--- config.mk ---
export PLATFORM = sky130hd
export DESIGN_NAME = content_length_message_deframer_core_flat
export DESIGN_NICKNAME = d
export VERILOG_FILES = /design/src/rtl/cldf_pkg.sv /design/src/rtl/cldf_ifs.sv /design/src/rtl/cldf_front.sv /design/src/rtl/cldf_queue.sv /design/src/rtl/cldf_back.sv /design/src/rtl/content_length_message_deframer_core.sv /design/src/flat_wrapper.sv
export SDC_FILE = /design/constraint.sdc
export NUM_CORES = 1
export LEC_CHECK = 0
export ABC_AREA = 1
export BUFFER_PORTS_ARGS = -buffer_cell sky130_fd_sc_hd__buf_2
export CORE_MARGIN = 2
export CORE_UTILIZATION = 50
export DETAILED_ROUTE_END_ITERATION = 10
export GPL_TIMING_DRIVEN = 0
export PLACE_DENSITY = 0.68
export SETUP_SLACK_MARGIN = 0.2
export SLEW_MARGIN = 20
export SYNTH_ARGS = -nofsm -noshare
export SYNTH_HDL_FRONTEND = slang
export SYNTH_SLANG_ARGS = --single-unit
--- constraint.sdc ---
create_clock -name clk -period 6.2 [get_ports clk]
set_input_delay 0.93 -clock clk [delete_from_list [all_inputs] [get_ports clk]]
set_output_delay 0.93 -clock clk [all_outputs]
set_load 0.02 [all_outputs]
--- src/rtl/cldf_pkg.sv ---
package cldf_pkg;

	// result kinds
	localparam logic [1:0] KIND_PAYLOAD = 2'd0;
	localparam logic [1:0] KIND_EMPTY   = 2'd1;
	localparam logic [1:0] KIND_ERROR   = 2'd2;

	// error codes
	localparam logic [2:0] ERR_NONE       = 3'd0;
	localparam logic [2:0] ERR_EARLY_END  = 3'd1;
	localparam logic [2:0] ERR_NAME_CHAR  = 3'd2;
	localparam logic [2:0] ERR_VALUE_LF   = 3'd3;
	localparam logic [2:0] ERR_BLANK_LF   = 3'd4;
	localparam logic [2:0] ERR_NO_LENGTH  = 3'd5;
	localparam logic [2:0] ERR_UNKNOWN    = 3'd6;

	// characters
	localparam logic [7:0] CHR_CR    = 8'h0D;
	localparam logic [7:0] CHR_LF    = 8'h0A;
	localparam logic [7:0] CHR_COLON = 8'h3A;
	localparam logic [7:0] CHR_SPACE = 8'h20;
	localparam logic [7:0] CHR_DASH  = 8'h2D;
	localparam logic [7:0] CHR_PLUS  = 8'h2B;
	localparam logic [7:0] CHR_TAB   = 8'h09;
	localparam logic [7:0] CHR_VT    = 8'h0B;
	localparam logic [7:0] CHR_FF    = 8'h0C;

	// header name lengths
	localparam logic [3:0] LENGTH_NAME_LEN = 4'd14;
	localparam logic [3:0] TYPE_NAME_LEN   = 4'd12;
	localparam logic [3:0] NAME_POS_MAX    = 4'd15;

	// decoupling queue
	localparam int QUEUE_DEPTH = 4;
	localparam int QUEUE_AW    = $clog2(QUEUE_DEPTH);

	// byte classes worked out by the front end
	typedef struct packed {
		logic letter;
		logic name_char;
		logic digit;
		logic blank;
		logic cr;
		logic lf;
		logic colon;
		logic space;
		logic plus;
		logic minus;
	} cldf_class_t;

	typedef struct packed {
		logic [7:0]  data_byte;
		logic        end_of_input;
		cldf_class_t cls;
	} cldf_token_t;

	// "Content-Length", one character per position
	function automatic logic [7:0] length_char(input logic [3:0] pos);
		logic [7:0] c;
		case (pos)
			4'd0:    c = "C";
			4'd1:    c = "o";
			4'd2:    c = "n";
			4'd3:    c = "t";
			4'd4:    c = "e";
			4'd5:    c = "n";
			4'd6:    c = "t";
			4'd7:    c = "-";
			4'd8:    c = "L";
			4'd9:    c = "e";
			4'd10:   c = "n";
			4'd11:   c = "g";
			4'd12:   c = "t";
			4'd13:   c = "h";
			default: c = 8'h00;
		endcase
		return c;
	endfunction

	// "Content-Type", one character per position
	function automatic logic [7:0] type_char(input logic [3:0] pos);
		logic [7:0] c;
		case (pos)
			4'd0:    c = "C";
			4'd1:    c = "o";
			4'd2:    c = "n";
			4'd3:    c = "t";
			4'd4:    c = "e";
			4'd5:    c = "n";
			4'd6:    c = "t";
			4'd7:    c = "-";
			4'd8:    c = "T";
			4'd9:    c = "y";
			4'd10:   c = "p";
			4'd11:   c = "e";
			default: c = 8'h00;
		endcase
		return c;
	endfunction

endpackage

--- src/rtl/cldf_ifs.sv ---
// stream of input bytes
interface cldf_in_if;
	logic       valid;
	logic       ready;
	logic [7:0] data_byte;
	logic       end_of_input;

	modport source (output valid, output data_byte, output end_of_input, input ready);
	modport sink (input valid, input data_byte, input end_of_input, output ready);
endinterface

// stream of deframed results
interface cldf_out_if;
	logic       valid;
	logic       ready;
	logic [1:0] kind;
	logic [7:0] payload_byte;
	logic       last_of_message;
	logic [2:0] error_code;

	modport source (output valid, output kind, output payload_byte,
		output last_of_message, output error_code, input ready);
	modport sink (input valid, input kind, input payload_byte,
		input last_of_message, input error_code, output ready);
endinterface

--- src/rtl/cldf_front.sv ---
module cldf_front (
	input  logic                 clk,
	input  logic                 arst_n,
	cldf_in_if.sink              stream,
	output cldf_pkg::cldf_token_t tok_s1,
	output logic                 tok_valid_s1,
	input  logic                 push_ready
);
	import cldf_pkg::*;

	cldf_class_t cls;
	logic [7:0]  b;
	logic        take;

	// classify the incoming byte
	always_comb begin
		b = stream.data_byte;
		cls.letter = (b >= "A" && b <= "Z") || (b >= "a" && b <= "z");
		cls.name_char = cls.letter || b == CHR_DASH;
		cls.digit = b >= "0" && b <= "9";
		cls.blank = b == CHR_SPACE || b == CHR_TAB || b == CHR_LF || b == CHR_VT
			|| b == CHR_FF;
		cls.cr = b == CHR_CR;
		cls.lf = b == CHR_LF;
		cls.colon = b == CHR_COLON;
		cls.space = b == CHR_SPACE;
		cls.plus = b == CHR_PLUS;
		cls.minus = b == CHR_DASH;
	end

	assign stream.ready = !tok_valid_s1 || push_ready;
	assign take = stream.valid && stream.ready;

	// hold the classified token until the queue takes it
	always_ff @(posedge clk or negedge arst_n) begin
		if (!arst_n) begin
			tok_valid_s1 <= 1'b0;
		end else if (take) begin
			tok_valid_s1 <= 1'b1;
		end else if (push_ready) begin
			tok_valid_s1 <= 1'b0;
		end
	end

	always_ff @(posedge clk) begin
		if (take) begin
			tok_s1.data_byte <= stream.data_byte;
			tok_s1.end_of_input <= stream.end_of_input;
			tok_s1.cls <= cls;
		end
	end
endmodule

--- src/rtl/cldf_queue.sv ---
module cldf_queue (
	input  logic                  clk,
	input  logic                  arst_n,
	input  logic                  push_valid,
	input  cldf_pkg::cldf_token_t push_data,
	output logic                  push_ready,
	output logic                  pop_valid,
	output cldf_pkg::cldf_token_t pop_data,
	input  logic                  pop_ready
);
	import cldf_pkg::*;

	cldf_token_t          slots_q [QUEUE_DEPTH];
	logic [QUEUE_AW-1:0]  wr_q;
	logic [QUEUE_AW-1:0]  rd_q;
	logic [QUEUE_AW:0]    count_q;
	logic                 push;
	logic                 pop;

	assign push_ready = count_q != (QUEUE_AW+1)'(QUEUE_DEPTH);
	assign pop_valid = count_q != '0;
	assign pop_data = slots_q[rd_q];
	assign push = push_valid && push_ready;
	assign pop = pop_valid && pop_ready;

	// advance pointers and occupancy
	always_ff @(posedge clk or negedge arst_n) begin
		if (!arst_n) begin
			wr_q <= '0;
			rd_q <= '0;
			count_q <= '0;
		end else begin
			if (push) begin
				wr_q <= wr_q + 1'b1;
			end
			if (pop) begin
				rd_q <= rd_q + 1'b1;
			end
			if (push && !pop) begin
				count_q <= count_q + 1'b1;
			end else if (pop && !push) begin
				count_q <= count_q - 1'b1;
			end
		end
	end

	always_ff @(posedge clk) begin
		if (push) begin
			slots_q[wr_q] <= push_data;
		end
	end
endmodule

--- src/rtl/cldf_back.sv ---
module cldf_back #(
	parameter int LENGTH_BITS = 32
) (
	input  logic                  clk,
	input  logic                  arst_n,
	input  logic                  tok_valid,
	input  cldf_pkg::cldf_token_t tok,
	output logic                  tok_ready,
	cldf_out_if.source            result
);
	import cldf_pkg::*;

	localparam logic [2:0] PH_LINE_START  = 3'd0;
	localparam logic [2:0] PH_NAME        = 3'd1;
	localparam logic [2:0] PH_AFTER_COLON = 3'd2;
	localparam logic [2:0] PH_VALUE       = 3'd3;
	localparam logic [2:0] PH_VALUE_LF    = 3'd4;
	localparam logic [2:0] PH_BLANK_LF    = 3'd5;
	localparam logic [2:0] PH_PAYLOAD     = 3'd6;

	localparam logic [1:0] NUM_SKIP = 2'd0;
	localparam logic [1:0] NUM_POS  = 2'd1;
	localparam logic [1:0] NUM_NEG  = 2'd2;
	localparam logic [1:0] NUM_DONE = 2'd3;

	localparam int WIDE_BITS = LENGTH_BITS + 4;

	logic [2:0]             phase_q, phase_d;
	logic [3:0]             pos_q, pos_d;
	logic                   is_len_q, is_len_d;
	logic                   is_type_q, is_type_d;
	logic                   space_q, space_d;
	logic [1:0]             num_q, num_d;
	logic [LENGTH_BITS-1:0] acc_q, acc_d;
	logic                   seen_q, seen_d;
	logic [LENGTH_BITS-1:0] plen_q, plen_d;
	logic [LENGTH_BITS-1:0] remain_q, remain_d;

	logic                   res_valid;
	logic [1:0]             res_kind;
	logic [7:0]             res_byte;
	logic                   res_last;
	logic [2:0]             res_err;

	logic                   new_line;
	logic                   new_message;
	logic                   skip_byte;
	logic [WIDE_BITS-1:0]   wide;
	logic [LENGTH_BITS-1:0] acc_next;

	logic                   out_valid_q;
	logic [1:0]             out_kind_q;
	logic [7:0]             out_byte_q;
	logic                   out_last_q;
	logic [2:0]             out_err_q;

	assign tok_ready = !out_valid_q || result.ready;

	// times ten plus digit, saturating
	always_comb begin
		wide = {1'b0, acc_q, 3'b000} + {3'b000, acc_q, 1'b0}
			+ WIDE_BITS'(tok.data_byte - "0");
		if (wide[WIDE_BITS-1:LENGTH_BITS] != '0) begin
			acc_next = '1;
		end else begin
			acc_next = wide[LENGTH_BITS-1:0];
		end
	end

	// parse one byte
	always_comb begin
		phase_d = phase_q;
		pos_d = pos_q;
		is_len_d = is_len_q;
		is_type_d = is_type_q;
		space_d = space_q;
		num_d = num_q;
		acc_d = acc_q;
		seen_d = seen_q;
		plen_d = plen_q;
		remain_d = remain_q;
		res_valid = 1'b0;
		res_kind = KIND_PAYLOAD;
		res_byte = 8'h00;
		res_last = 1'b0;
		res_err = ERR_NONE;
		new_line = 1'b0;
		new_message = 1'b0;
		skip_byte = 1'b0;

		case (phase_q)
			PH_LINE_START, PH_NAME: begin
				if (tok.end_of_input) begin
					res_valid = 1'b1;
					res_err = ERR_EARLY_END;
				end else if (phase_q == PH_LINE_START && tok.cls.cr) begin
					phase_d = PH_BLANK_LF;
				end else if (tok.cls.colon) begin
					is_len_d = is_len_q && pos_q == LENGTH_NAME_LEN;
					is_type_d = is_type_q && pos_q == TYPE_NAME_LEN;
					phase_d = PH_AFTER_COLON;
				end else if (!tok.cls.name_char) begin
					res_valid = 1'b1;
					res_err = ERR_NAME_CHAR;
				end else begin
					phase_d = PH_NAME;
					if (pos_q >= LENGTH_NAME_LEN || length_char(pos_q) != tok.data_byte) begin
						is_len_d = 1'b0;
					end
					if (pos_q >= TYPE_NAME_LEN || type_char(pos_q) != tok.data_byte) begin
						is_type_d = 1'b0;
					end
					if (pos_q < NAME_POS_MAX) begin
						pos_d = pos_q + 1'b1;
					end
				end
			end
			PH_AFTER_COLON: begin
				if (tok.end_of_input) begin
					res_valid = 1'b1;
					res_err = ERR_EARLY_END;
				end else begin
					space_d = tok.cls.space;
					phase_d = PH_VALUE;
				end
			end
			PH_VALUE: begin
				if (tok.end_of_input) begin
					res_valid = 1'b1;
					res_err = ERR_EARLY_END;
				end else if (tok.cls.cr) begin
					phase_d = PH_VALUE_LF;
				end else begin
					// leading blanks and sign
					if (num_q == NUM_SKIP) begin
						if (tok.cls.blank) begin
							skip_byte = 1'b1;
						end else if (tok.cls.plus) begin
							num_d = NUM_POS;
							skip_byte = 1'b1;
						end else if (tok.cls.minus) begin
							num_d = NUM_NEG;
							skip_byte = 1'b1;
						end else begin
							num_d = NUM_POS;
						end
					end
					if (!skip_byte && num_q != NUM_DONE) begin
						if (!tok.cls.digit) begin
							num_d = NUM_DONE;
						end else if (num_q != NUM_NEG) begin
							acc_d = acc_next;
						end
					end
				end
			end
			PH_VALUE_LF: begin
				if (tok.end_of_input || !tok.cls.lf) begin
					res_valid = 1'b1;
					res_err = ERR_VALUE_LF;
				end else if (space_q && is_len_q) begin
					plen_d = (num_q == NUM_NEG) ? '0 : acc_q;
					seen_d = 1'b1;
					new_line = 1'b1;
				end else if (!(space_q && is_type_q)) begin
					res_valid = 1'b1;
					res_err = ERR_UNKNOWN;
				end else begin
					new_line = 1'b1;
				end
			end
			PH_BLANK_LF: begin
				if (tok.end_of_input || !tok.cls.lf) begin
					res_valid = 1'b1;
					res_err = ERR_BLANK_LF;
				end else if (!seen_q) begin
					res_valid = 1'b1;
					res_err = ERR_NO_LENGTH;
				end else if (plen_q == '0) begin
					new_message = 1'b1;
					res_valid = 1'b1;
					res_kind = KIND_EMPTY;
					res_last = 1'b1;
				end else begin
					remain_d = plen_q;
					phase_d = PH_PAYLOAD;
				end
			end
			PH_PAYLOAD: begin
				if (tok.end_of_input) begin
					res_valid = 1'b1;
					res_err = ERR_EARLY_END;
				end else begin
					res_valid = 1'b1;
					res_byte = tok.data_byte;
					if (remain_q <= LENGTH_BITS'(1)) begin
						new_message = 1'b1;
						res_last = 1'b1;
					end else begin
						remain_d = remain_q - 1'b1;
					end
				end
			end
			default: begin
				new_message = 1'b1;
			end
		endcase

		// any error drops the whole message
		if (res_err != ERR_NONE) begin
			res_kind = KIND_ERROR;
			new_message = 1'b1;
		end
		if (new_message || new_line) begin
			phase_d = PH_LINE_START;
			pos_d = '0;
			is_len_d = 1'b1;
			is_type_d = 1'b1;
			space_d = 1'b0;
			num_d = NUM_SKIP;
			acc_d = '0;
		end
		if (new_message) begin
			seen_d = 1'b0;
			plen_d = '0;
			remain_d = '0;
		end
	end

	// advance parser state on each consumed token
	always_ff @(posedge clk or negedge arst_n) begin
		if (!arst_n) begin
			phase_q <= PH_LINE_START;
			pos_q <= '0;
			is_len_q <= 1'b1;
			is_type_q <= 1'b1;
			space_q <= 1'b0;
			num_q <= NUM_SKIP;
			acc_q <= '0;
			seen_q <= 1'b0;
			plen_q <= '0;
			remain_q <= '0;
		end else if (tok_valid && tok_ready) begin
			phase_q <= phase_d;
			pos_q <= pos_d;
			is_len_q <= is_len_d;
			is_type_q <= is_type_d;
			space_q <= space_d;
			num_q <= num_d;
			acc_q <= acc_d;
			seen_q <= seen_d;
			plen_q <= plen_d;
			remain_q <= remain_d;
		end
	end

	// output register
	always_ff @(posedge clk or negedge arst_n) begin
		if (!arst_n) begin
			out_valid_q <= 1'b0;
		end else if (tok_valid && tok_ready) begin
			out_valid_q <= res_valid;
		end else if (result.ready) begin
			out_valid_q <= 1'b0;
		end
	end

	always_ff @(posedge clk) begin
		if (tok_valid && tok_ready && res_valid) begin
			out_kind_q <= res_kind;
			out_byte_q <= res_byte;
			out_last_q <= res_last;
			out_err_q <= res_err;
		end
	end

	assign result.valid = out_valid_q;
	assign result.kind = out_kind_q;
	assign result.payload_byte = out_byte_q;
	assign result.last_of_message = out_last_q;
	assign result.error_code = out_err_q;
endmodule

--- src/rtl/content_length_message_deframer_core.sv ---
// Content-Length deframer: takes one stream byte (or an end-of-input mark) per
// transfer, parses "Name: value" CRLF header lines, and after the blank line
// passes exactly Content-Length payload bytes, marking the last one; a zero
// length gives one empty-message result, and any framing fault gives an error
// result and restarts parsing at the next byte. The block sustains one byte
// per clock cycle while the result side is ready; the back-end parser does
// its state step and the times-ten length accumulate in one update. A byte
// passes a classify register, a four-entry queue and the back-end parser, and
// its result is offered from the result register.
// LENGTH_BITS sets the width of the length and byte counters; larger lengths
// saturate.
module content_length_message_deframer_core #(
	parameter int LENGTH_BITS = 32
) (
	input  logic        clk,
	input  logic        arst_n,
	cldf_in_if.sink     stream,
	cldf_out_if.source  result
);
	import cldf_pkg::*;

	cldf_token_t tok_s1;
	logic        tok_valid_s1;
	logic        push_ready;
	cldf_token_t head;
	logic        head_valid;
	logic        head_ready;

	cldf_front u_front (
		.clk          (clk),
		.arst_n       (arst_n),
		.stream       (stream),
		.tok_s1       (tok_s1),
		.tok_valid_s1 (tok_valid_s1),
		.push_ready   (push_ready)
	);

	cldf_queue u_queue (
		.clk        (clk),
		.arst_n     (arst_n),
		.push_valid (tok_valid_s1),
		.push_data  (tok_s1),
		.push_ready (push_ready),
		.pop_valid  (head_valid),
		.pop_data   (head),
		.pop_ready  (head_ready)
	);

	cldf_back #(
		.LENGTH_BITS (LENGTH_BITS)
	) u_back (
		.clk       (clk),
		.arst_n    (arst_n),
		.tok_valid (head_valid),
		.tok       (head),
		.tok_ready (head_ready),
		.result    (result)
	);
endmodule

--- src/flat_wrapper.sv ---
// flat-port wrapper written by rule: the top's interface ports become plain ports
module content_length_message_deframer_core_flat import cldf_pkg::*;
#(
	parameter int LENGTH_BITS = 32
)
  (clk, arst_n, stream_valid, stream_data_byte, stream_end_of_input, stream_ready, result_valid, result_kind, result_payload_byte, result_last_of_message, result_error_code, result_ready);
  cldf_in_if stream_i ();
  cldf_out_if result_i ();
  input  logic clk;
  input  logic arst_n;
  input wire logic [$bits(stream_i.valid)-1:0] stream_valid;
  input wire logic [$bits(stream_i.data_byte)-1:0] stream_data_byte;
  input wire logic [$bits(stream_i.end_of_input)-1:0] stream_end_of_input;
  output wire logic [$bits(stream_i.ready)-1:0] stream_ready;
  output wire logic [$bits(result_i.valid)-1:0] result_valid;
  output wire logic [$bits(result_i.kind)-1:0] result_kind;
  output wire logic [$bits(result_i.payload_byte)-1:0] result_payload_byte;
  output wire logic [$bits(result_i.last_of_message)-1:0] result_last_of_message;
  output wire logic [$bits(result_i.error_code)-1:0] result_error_code;
  input wire logic [$bits(result_i.ready)-1:0] result_ready;
  assign stream_i.valid = stream_valid;
  assign stream_i.data_byte = stream_data_byte;
  assign stream_i.end_of_input = stream_end_of_input;
  assign stream_ready = stream_i.ready;
  assign result_valid = result_i.valid;
  assign result_kind = result_i.kind;
  assign result_payload_byte = result_i.payload_byte;
  assign result_last_of_message = result_i.last_of_message;
  assign result_error_code = result_i.error_code;
  assign result_i.ready = result_ready;
  content_length_message_deframer_core #(.LENGTH_BITS(LENGTH_BITS)) u_core (.clk(clk), .arst_n(arst_n), .stream(stream_i), .result(result_i));
endmodule
==> impl_metrics.env <==
export IMPL_wire_per_inst_um=16.1
export IMPL_synth_top_family_by_area="simple AND/OR/NAND/NOR gates"
export IMPL_critical_path_max_stage_delay_ns=0.53
export IMPL_p_switching_mw=3.51
export IMPL_holdBufCountCts=0
export IMPL_setup_viol=0
export IMPL_max_cap_viol_count=0
export IMPL_p_leak_nw=7.70
export IMPL_synth_most_common_cell="nand2_1"
export IMPL_start_kind="flop"
export IMPL_yosys_top_cells_count="575 x nand2_1, 202 x inv_1, 189 x nor2_1"
export IMPL_dieWidth_um=174
export IMPL_synth_area_leader_cell="edfxtp_1"
export IMPL_ant_nets=0
export IMPL_core_area_um2=28500
export IMPL_synthTopCellsByArea="edfxtp_1 22%, dfrtp_1 20%, nand2_1 15%"
export IMPL_rows=62
export IMPL_htreeDepth=1
export IMPL_firstDrtPassIters=5
export IMPL_layout_drive_gt1_share_pct=7.85
export IMPL_num_antenna_cells=0
export IMPL_start_util_pct=50.4
export IMPL_die_height_um=174
export IMPL_period_share_pct=88.8
export IMPL_ioPinCount=29
export IMPL_yosys_cell_types_count=49
export IMPL_synth_adder_area_share_pct=8.89
export IMPL_drv_slew=0
export IMPL_cp_max_fo=17
export IMPL_grt_pass1_wl_um=61200
export IMPL_p_per_area_nw_per_um2=481
export IMPL_antenna_found_initial=0
export IMPL_sw_frac_of_total_pct=45.2
export IMPL_outcome="complete, no violations"
export IMPL_path_clk_slew_ns=0.06
export IMPL_synthMuxAreaShare_pct=0
export IMPL_synthesis_area_um2=14400
export IMPL_required_ns=6.62
export IMPL_synth_top_cell_area_share_pct=21.7
export IMPL_cp_slowest_cell="fa_1"
export IMPL_cts_root_buffer="clkbuf_16"
export IMPL_avgSynthCellArea_um2=7.77
export IMPL_rsz0062_at_grt="no"
export IMPL_criticalPathCategory="flop to flop"
export IMPL_clock_sinks=222
export IMPL_fmax_mhz=182
export IMPL_seq_power_share_pct=25.1
export IMPL_cts_buffer_depth=3
export IMPL_via_per_inst=5.40
export IMPL_tritoncts="done"
export IMPL_skew_ns=0.0112
export IMPL_syn_to_final_growth_pct=12.4
export IMPL_insertion_delay_ns=0.53
export IMPL_max_slew_margin_pct=42.0
export IMPL_vias=12530
export IMPL_dp_hpwl_um=28200
export IMPL_postSynthNetCount=1948
export IMPL_numPortBuffers=28
export IMPL_grtUsageTotal_pct=25.0
export IMPL_synthSimpleGateAreaFrac_pct=29.7
export IMPL_ys_seq_elements=222
export IMPL_synth_edf_count=104
export IMPL_syn_inst=1852
export IMPL_cts_made_buffers=26
export IMPL_yosysSeqAreaShare_pct=42.2
export IMPL_synth_xor_area_share_pct=2.19
export IMPL_final_setup_tns_ns=0
export IMPL_dieArea_um2=30200
export IMPL_finalNetCount=2014
export IMPL_p_int_mw=4.26
export IMPL_arrival_ns=5.92
export IMPL_post_route_min_period_ns=5.50
export IMPL_worst_pin_slew_ns=0.866
export IMPL_overflow=0
export IMPL_synth_compound_area_share_pct=9.40
export IMPL_clkPwrFrac_pct=22.6
export IMPL_yosysWarnings=0
export IMPL_drcViolationCount=0
export IMPL_grt_max_degree=63
export IMPL_place_congestion=0.961
export IMPL_vdd_ir_drop_worst_v=0.000354
export IMPL_cp_end_kind="flop"
export IMPL_hold_class="input pin to async pin"
export IMPL_drtIter0Drc=1140
export IMPL_power_frac_comb_pct=52.3
export IMPL_wl_um=37300
export IMPL_crit_top_cell="nand2_1"
export IMPL_hold_viol=0
export IMPL_grt_pass1_vias=11978
export IMPL_async_reset_ff_share_pct=53.2
export IMPL_ys_flop_type="dfrtp_1"
export IMPL_utilization_pct=56.7
cell usage in the layout (no fill, tap or decap), types with 3 or more instances in the layout:
master / Yosys / final
nor2_4: 1 / 3
nand4_1: 38 / 38
clkbuf_8: 0 / 4
nor3_1: 13 / 13
xnor2_1: 20 / 20
dfrtp_1: 116 / 116
nand3_1: 141 / 141
nand3b_1: 31 / 31
o21ai_2: 19 / 19
nand2_2: 3 / 3
buf_4: 12 / 18
o21ai_1: 24 / 24
nor2_2: 1 / 6
buf_2: 9 / 36
ha_1: 51 / 51
inv_1: 202 / 202
xor2_1: 16 / 16
edfxtp_1: 104 / 104
o21bai_1: 4 / 4
clkbuf_1: 29 / 30
and2_1: 4 / 4
nand3_2: 3 / 3
nor4_1: 4 / 4
nand2_1: 575 / 575
o211ai_1: 9 / 9
bufinv_16: 0 / 7
nor2_1: 189 / 182
o22ai_1: 4 / 4
a21oi_1: 65 / 65
o21a_1: 5 / 5
clkinv_1: 3 / 6
o21ai_0: 94 / 94
clkbuf_16: 0 / 28
buf_6: 6 / 9
fa_1: 32 / 32
path summary, 6_finish.rpt:
| path | startpoint | end | slack [ns] | cells after the start |
|---|---|---|---|---|
| max | u_core.u_queue.rd_q[0] | u_core.u_back.acc_q[19] | 0.70 | 29 |
| min | arst_n | u_core.u_back.phase_q[1] | 0.39 | 1 |
| max reg2reg | u_core.u_queue.rd_q[0] | u_core.u_back.acc_q[19] | 0.70 | 29 |
| min reg2reg | u_core.u_back.is_type_q | u_core.u_back.is_type_q | 0.48 | 2 |
| max in group asynchronous | arst_n | u_core.u_back.acc_q[27] | 5.10 | 2 |
| min in group clk | u_core.u_back.is_type_q | u_core.u_back.is_type_q | 0.48 | 2 |
critical path: cells and delay by family, from the launching register on:
kind	cells	cell delay (ns)
adders and majority gates	3	1.16
buffers and inverters	10	1.61
and+or+nand+nor	13	1.67
DFF	1	0.34
AOI/OAI and AO/OA	3	0.58
stage by stage:
| stage | cell area, µm² | hold slack (ns) | total power, mW | worst slack, ns | cells |
|---|---|---|---|---|---|
| 6_report | 16200 | 0.385 | 7.78 | 0.697 | 2320 |
| 4_1_cts | 16100 | 0.389 | 7.73 | 0.389 | 2314 |
| 5_1_grt | 16200 | 0.423 | 8.34 | 0.307 | 2320 |
| 2_1_floorplan | 14400 | 0.447 | 4.84 | 0.587 | 1852 |
| 3_3_place_gp | 15000 | 0.466 | 5.84 | -0.993 | 2264 |
| 3_5_place_dp | 15100 | 0.468 | 5.94 | 0.189 | 2269 |
registers in the layout (all words and copies together) (netlist names), 2 cells and up:
name,count
u_core.u_back.phase_q,3
u_core.u_back.pos_q,4
u_core.u_back.result.kind,2
u_core.u_back.result.error_code,3
u_core.u_queue.count_q,3
u_core.u_queue.rd_q,2
u_core.u_back.remain_q,32
u_core.u_back.result.payload_byte,8
u_core.u_front.tok_s1,18
u_core.u_back.plen_q,32
u_core.u_queue.slots_q,72
u_core.u_back.num_q,2
u_core.u_back.acc_q,32
u_core.u_queue.wr_q,2
cell families (layout without fill, tap and decap cells):
group,after synthesis,count (layout)
simple gates,1009,1009
buf+inv,265,349
compound gates,237,237
flops,222,222
fa+ha+maj,83,83
xor+xnor,36,36
power by group through the flow:
stage | Clock, mW | Combinational, mW | Sequential [mW]
finish | 1.76 | 4.06 | 1.95
global route | 1.84 | 4.53 | 1.97
CTS | 1.78 | 3.99 | 1.95
detailed placement | 0 | 3.96 | 1.98
global placement | 0 | 3.87 | 1.98
floorplan | 0 | 2.83 | 2.01
layer usage:
layer	routed length (µm)	track usage (%)
met1	17700	36.9
met2	16700	39.3
met3	2040	2.85
met4	855	6.44
met5	0	0
cell type report:
type	instances	area, µm²
fillers	2672	12400
multi-input cells	1365	7250
plain buffers	56	313
well taps	384	480
repair buffers	39	277
inverters	208	783
clock inverters	11	230
flip-flops and latches	222	6080
clock buffers	35	767
timing repair:
action                     4_1_cts  5_1_grt
resized for setup                0        4
setup endpoints to repair        4       31
pin swaps                        0        1
buffers inserted                 0        6
No activity file was read; power rests on OpenSTA's default activity.
